<file path="config.mk">
export PLATFORM = sky130hd
export DESIGN_NAME = shiprl_front
export DESIGN_NICKNAME = d
export VERILOG_FILES = /design/src/shiprl_pkg.sv /design/src/shiprl_front.sv
export SDC_FILE = /design/constraint.sdc
export NUM_CORES = 1
export LEC_CHECK = 0
export BUFFER_PORTS_ARGS = -buffer_cell sky130_fd_sc_hd__buf_2
export CORE_ASPECT_RATIO = 1.25
export CORE_MARGIN = 2
export CORE_UTILIZATION = 40
export CTS_CLUSTER_DIAMETER = 50
export DETAILED_ROUTE_END_ITERATION = 10
export PLACE_DENSITY_LB_ADDON = 0.25
export SYNTH_ARGS = -nofsm -noshare
export SYNTH_HDL_FRONTEND = slang
export SYNTH_SLANG_ARGS = --single-unit
</file>
<file path="constraint.sdc">
create_clock -name clk -period 4.5 [get_ports clk]
set_clock_uncertainty 0.15 [all_clocks]
set_input_delay 0.225 -clock clk [delete_from_list [all_inputs] [get_ports clk]]
set_output_delay 0.225 -clock clk [all_outputs]
set_load 0.01 [all_outputs]
</file>
<file path="src/shiprl_pkg.sv">
// shared types and constants for the ship rrip/lip replacement unit
`default_nettype none
package shiprl_pkg;

  localparam int SET_MAX_W    = 13;
  localparam int WAY_MAX_W    = 5;
  localparam int ADDR_W       = 20;
  localparam int STRIDE_W     = 21;
  localparam int STREAK_W     = 4;
  localparam int SIG_W        = 6;
  localparam int SIG_COUNT    = 64;
  localparam int LEADER_COUNT = 32;
  localparam int LIP_OFFSET   = 32;

  localparam logic [1:0] RRPV_NEAR    = 2'd0;
  localparam logic [1:0] RRPV_SRRIP   = 2'd2;
  localparam logic [1:0] RRPV_DISTANT = 2'd3;
  localparam logic [1:0] REUSE_MAX    = 2'd3;

  localparam logic [STREAK_W-1:0] STREAK_MAX   = 4'd15;
  localparam logic [3:0]          THRESH_RESET = 4'd3;

  localparam logic OP_VICTIM = 1'b0;
  localparam logic OP_UPDATE = 1'b1;

  // request after classification, as queued between front and back
  typedef struct packed {
    logic                 opcode;
    logic [SET_MAX_W-1:0] set_idx;
    logic [WAY_MAX_W-1:0] way;
    logic                 hit;
    logic [SIG_W-1:0]     sig;
    logic [ADDR_W-1:0]    addr;
    logic                 srrip_ldr;
    logic                 lip_ldr;
  } req_t;

  typedef struct packed {
    logic [ADDR_W-1:0]   prev_addr;
    logic [STRIDE_W-1:0] prev_stride;
    logic [STREAK_W-1:0] streak;
  } strm_entry_t;

  // queue handshake from front to back
  typedef struct packed {
    logic valid;
    req_t req;
  } q_head_t;

endpackage
`default_nettype wire

</file>
<file path="src/shiprl_front.sv">
// request front end: set/way reduction, signature hash, leader tagging and a two-entry queue
`default_nettype none
module shiprl_front import shiprl_pkg::*; #(
  parameter int SETS           = 2048,
  parameter int WAYS           = 16,
  parameter int LEADER_SPACING = 64
) (
  input  wire logic        clk,
  input  wire logic        rst_n,
  input  wire logic        start,
  output logic             busy,
  input  wire logic        in_opcode,
  input  wire logic [10:0] in_set_index,
  input  wire logic [3:0]  in_way,
  input  wire logic        in_hit,
  input  wire logic [12:0] in_pc_low,
  input  wire logic [19:0] in_addr_low,
  input  wire logic        clr_busy,
  input  wire logic        q_pop,
  output q_head_t          q_head
);

  localparam int SET_W = $clog2(SETS);
  localparam int WAY_W = $clog2(WAYS);
  localparam int LSW   = $clog2(LEADER_SPACING);

  logic [SET_MAX_W-1:0] set_full;
  logic [SET_MAX_W-1:0] set_red;
  logic [WAY_MAX_W-1:0] way_full;
  logic [SET_MAX_W-1:0] ldr_grp;
  req_t                 req;
  logic                 accept;

  req_t       q_r [2];
  logic       wp_r, rp_r;
  logic [1:0] cnt_r, cnt_nxt;

  always_comb begin
    set_full      = SET_MAX_W'(in_set_index);
    set_red       = SET_MAX_W'(set_full[SET_W-1:0]);
    way_full      = WAY_MAX_W'(in_way);
    ldr_grp       = set_red >> LSW;
    req.opcode    = in_opcode;
    req.set_idx   = set_red;
    req.way       = WAY_MAX_W'(way_full[WAY_W-1:0]);
    req.hit       = in_hit;
    req.sig       = in_pc_low[7:2] ^ in_pc_low[12:7];
    req.addr      = in_addr_low;
    req.srrip_ldr = (set_red[LSW-1:0] == '0) && (ldr_grp < SET_MAX_W'(LEADER_COUNT));
    req.lip_ldr   = (set_red[LSW-1:0] == LSW'(LIP_OFFSET)) &&
                    (ldr_grp < SET_MAX_W'(LEADER_COUNT));
  end

  assign busy   = (cnt_r == 2'd2) || clr_busy;
  assign accept = start && !busy;

  always_comb begin
    cnt_nxt = cnt_r;
    if (accept && !q_pop) begin
      cnt_nxt = cnt_r + 2'd1;
    end else if (!accept && q_pop) begin
      cnt_nxt = cnt_r - 2'd1;
    end
  end

  always_ff @(posedge clk) begin
    if (!rst_n) begin
      cnt_r <= 2'd0;
      wp_r  <= 1'b0;
      rp_r  <= 1'b0;
    end else begin
      cnt_r <= cnt_nxt;
      if (accept) begin
        wp_r <= !wp_r;
      end
      if (q_pop) begin
        rp_r <= !rp_r;
      end
    end
  end

  always_ff @(posedge clk) begin
    if (accept) begin
      q_r[wp_r] <= req;
    end
  end

  assign q_head.valid = (cnt_r != 2'd0);
  assign q_head.req   = q_r[rp_r];

endmodule
`default_nettype wire

</file>
==> Yosys cells after proc, flatten, opt, wreduce, memory -nomap -nowiden <==
Memory sizes are Yosys's and may differ from the RTL's. A register that Yosys moved wholly into a read port is not among the register bits.
Cells that the tools add are included.
{ "totals": {"n_memories": 1, "output_inout_bits": 50, "wordCells": 30, "ff_bits": 4, "ram_bits": 90, "input_bits": 55} }
{ "op_classes": {"n_bitwise": 1, "magnitude_cmp": 1, "eq_ne": 2, "add_sub_neg": 2, "n_reduce_logical": 14, "muxes": 6} }
{ "memory_table": {"columns": ["memory", "depth", "word_bits", "read_ports", "rd_clocked_by_memory_dff", "wr", "line_no", "rtl"], "rows": [
  ["q_r", 2, 45, 1, 1, 1, "shiprl_front.sv:34", "req_t q_r [2];"]
]} }
{ "op_table": {"columns": ["op", "count"], "rows": [
  ["$eq 6x6->1 const B", 1],
  ["$logic_not 6->1", 1],
  ["$lt 5x6->1 const B", 1],
  ["$xor 6x6->6", 1],
  ["$logic_and 1x1->1", 5],
  ["$logic_not 1->1", 5],
  ["$mux 1", 4],
  ["$mux 2", 2],
  ["$reduce_bool 2->1", 2],
  ["$add 2x1->2 const B", 1],
  ["$eq 2x2->1 const B", 1],
  ["$sub 2x1->2 const B", 1],
  ["$logic_or 1x1->1", 1]
]} }

==> Logic depth before layout (Yosys ltp) <==
{ "depth": {"depth_word": 8, "depth_mapped": 6, "depth_no_buf": 6} }

==> Worst setup path before layout <==
Ideal clock, no wire load.
{ "synth_path": {"path_kind": "register to register", "from": "reg cnt_r[0]", "to": "mem q_r[0][0] (netlist bit), enable pin", "n_path_buf": 0, "stages_incl_launch_ff": 4, "required_ns": 3.897, "setup_slack_ns": 1.190, "arrival_ns": 2.707, "setup_time_ns": 0.453, "period_less_slack_ns": 3.310, "path_cell_list": "dfxtp_1 -> nand2b_1 -> and2_1 -> nor2b_1"} }
{ "synth_via": {"elab_chain_len": 6} }
{ "synth_rtl": {"columns": ["item", "line_no", "rtl"], "rows": [
  ["start, declared", "shiprl_front.sv:36", "logic [1:0] cnt_r, cnt_nxt;"],
  ["start signal, assigned", "shiprl_front.sv:72", "cnt_r <= cnt_nxt;"],
  ["$eq 2x2->1", "shiprl_front.sv:54", "assign busy = (cnt_r == 2'd2) || clr_busy;"],
  ["$logic_or 1x1->1", "shiprl_front.sv:54", null],
  ["$logic_not 1->1", "shiprl_front.sv:55", "assign accept = start && !busy;"],
  ["$logic_and 1x1->1", "shiprl_front.sv:55", null],
  ["$mux 1", "shiprl_front.sv:83", "if (accept) begin"],
  ["$mux 1 (not written as such)", "shiprl_front.sv:84", "q_r[wp_r] <= req;"],
  ["end, declared", "shiprl_front.sv:34", null]
]} }
Every way passes these cells.

==> metrics.md <==
| Metric | Value |
|---|---|
| Status | `complete, no violations` |
| Clock transition at path regs | `0.08 ns` |
| Area growth from synthesis to layout | `32.4%` |
| CTS tree | `yes` |
| Number of antenna violations at the first check in global routing | `0` |
| Largest net degree at the start of global routing | `46` |
| Total Power | `1.76 mW` |
| Number of synthesized register bits | `95` |
| Final WL | `6.46 mm` |
| Period minus WS final | `2.37 ns` |
| Final TNS setup | `0 ns` |
| Type of destination of the critical path | `primary output` |
| Die Wd | `88.8 um` |
| Port Buffers | `99` |
| Final cycle utilization of the critical path | `52.7%` |
| Int Power | `1.37 mW` |
| Starting DRT DRC Count | `60` |
| Leakage | `1.78 nW` |
| Data required, critical path | `4.12 ns` |
| Core Util, Final | `54.7%` |
| Htree depth | `3` |
| Crit path kind | `reg -> out` |
| Final setup viols | `0` |
| Seq pwr share | `59.3%` |
| I/O pins | `105` |
| CORE AREA | `8700 um^2` |
| Total setup buffers inserted after CTS | `0` |
| Max IR drop VDD | `0.226 mV` |
| Worst slew pin tran | `1.10 ns` |
| Netlist cell types | `23` |
| Combinational share of power | `12.6%` |
| Grt total ovfl | `0` |
| Nets@finish | `378` |
| Number of remaining DRC errors | `0` |
| Via Count | `2018` |
| Clk sinks | `95` |
| Setup crit start kind | `register` |
| Detailed Routing Iterations Pass 1 | `4` |
| Max Clk Rate | `0.422 GHz` |
| Worst Path Arrival | `2.00 ns` |
| Gpl congestion | `0.685` |
| DR vias/cell | `4.51` |
| Sequential fraction of the synthesis area | `78.0%` |
| # fillers | `739` |
| Total CTS buffers | `9` |
| Insertion delay to the later sink of the worst-skew pair | `0.35 ns` |
| Crit path max fanout | `45` |
| Routed Antenna Nets | `0` |
| First-pass GRT wire length | `9.89 mm` |
| YS warnings | `0` |
| Post-synthesis area per instance | `20.1 um^2` |
| Root Buffer Master | `clkbuf_8` |
| Site Rows | `38` |
| Synthesized instance count | `179` |
| Clock group share of total power | `28.1%` |
| Die area | `9760 um^2` |
| Switching Share | `22.2%` |
| Fraction of layout cells with a size suffix above 1 | `49.8%` |
| Number of max-cap violations | `0` |
| Power density cells | `371 nW/um^2` |
| GRT Total Usage | `13.9%` |
| Wire per inst | `14.5 um` |
| Post-synthesis instance area | `3590 um^2` |
| N_diodes | `0` |
| Vias in the first global route | `2173` |
| Die height | `110 um` |
| Deepest clock path buffer count | `2` |
| Inst Count DP | `393` |
| Final Hold Viols | `0` |
| Unrepaired setup endpoints after global routing | `no` |
| Slew Viols, Final | `0` |
| Initial Util | `41.3%` |
| Hold crit path type | `in -> reg` |
| Slew Limit Headroom | `26.9%` |
| Final cell count without fillers | `447` |
| Hpwl dp | `4.02 mm` |
| Net Switching | `391 uW` |
## worst max-delay path, cell delays in order (launching register included)
cell     delay [ns]
dfxtp_2        1.06
mux2_2         0.43
buf_2          0.14
## path summary, 6_finish.rpt
check	startpoint	end	slack [ns]	cells after the start
hold / removal	in_pc_low[3]	q_r[0][23]	0.04	2
hold reg to reg	wp_r	wp_r	0.37	2
setup reg to reg	cnt_r[0]	q_r[0][11]	2.15	4
setup / recovery	register	q_head[4]	2.13	2
## cells by family (layout without fill, tap and decap cells)
logic type / count (synthesis) / in the layout / synth area share [%]
xor+xnor: 9 / 9 / 2.19
other cells: 1 / 3 / 0.104
compound gates: 3 / 3 / 0.488
flops: 95 / 95 / 78.0
buf+inv: 9 / 155 / 1.71
mux: 45 / 45 / 14.1
fa+ha+maj: 1 / 1 / 0.348
simple gates: 16 / 16 / 3.06
## synthesized netlist by cell type
cell | n | area (um^2)
mux2_2 | 45 | 507
edfxtp_1 | 90 | 2700
nor3b_2 | 1 | 12.5
or3_1 | 1 | 6.26
or4_4 | 1 | 11.3
conb_1 | 1 | 3.75
ha_1 | 1 | 12.5
and3_1 | 1 | 6.26
nand2b_1 | 2 | 12.5
or2_2 | 1 | 6.26
nand4b_1 | 1 | 8.76
buf_4 | 7 | 52.6
and2_1 | 4 | 25.0
o21ai_0 | 2 | 10.0
buf_2 | 1 | 5.00
a21boi_1 | 1 | 7.51
xor2_1 | 8 | 70.1
nor3_1 | 1 | 5.00
xnor2_1 | 1 | 8.76
dfxtp_1 | 5 | 100
nor2b_1 | 2 | 12.5
inv_1 | 1 | 3.75
nand2_1 | 1 | 3.75
## layout make-up
class | instances | area [um^2] | share of cell area [%]
Clock buffer | 15 | 166 | 3.50
Clock inverter | 1 | 5.00 | 0.105
Inverter | 1 | 3.75 | 0.0789
Multi-Input combinational cell | 77 | 746 | 15.7
Sequential cell | 95 | 2800 | 58.9
Tap cell | 120 | 150 | 3.16
Timing Repair Buffer | 138 | 883 | 18.6
## layer usage
layer | up-vias | global-route usage (%) | share of wire [%]
met1 | 981 | 14.2 | 39
met5 | - | 0 | 0
li1 | 965 | - | -
met2 | 63 | 25.6 | 54
met4 | 0 | 8.12 | 1.2
met3 | 9 | 2.76 | 5.6
## repair_timing
| item | 4_1_cts | 5_1_grt |
|---|---|---|
| gates resized for setup | 0 | 0 |
| hold buffers | 38 | 0 |
| hold endpoints to repair | 77 | 0 |
## power groups by stage
stage / sequential (mW) / combinational (mW) / clock [mW]
floorplan: 1.05 / 0.132 / 0
global placement: 1.06 / 0.199 / 0
detailed placement: 1.07 / 0.201 / 0
CTS: 1.05 / 0.228 / 0.513
global route: 1.05 / 0.246 / 0.543
finish: 1.05 / 0.223 / 0.496
## stage by stage
stage / area [um^2] / hold WS [ns] / setup slack (ns)
floorplan: 3600 / 0.174 / 1.19
global placement: 4210 / 0.262 / 2.10
detailed placement: 4210 / 0.267 / 2.05
CTS: 4760 / 0.0161 / 2.04
global route: 4760 / 0.0263 / 1.91
finish: 4760 / 0.0367 / 2.13
## state kept, by name (all words and copies together) (netlist names), named ones only
register	count
q_r	90
wp_r	1
cnt_r	2
rp_r	1
## cells in the final DEF (no fill, tap or decap)
cell type       n
buf_2          99
edfxtp_1       90
mux2_2         45
dlygate4sd3_1  38
clkbuf_8       11
xor2_1          8
and2_1          4
clkbuf_1        4
dfxtp_1         4
conb_1          3
nand2b_1        2
o21ai_0         2
nor2b_1         1
inv_1           1
or4_4           1
nor3_1          1
or2_2           1
nor3b_2         1
and3_2          1
nor2b_4         1
xnor2_1         1
nand2_1         1
nand4b_1        1
or3_1           1
a21boi_1        1
ha_1            1
dfxtp_2         1
clkinv_2        1
buf_4           1
Note: power is estimated with default switching activity, not from simulation.
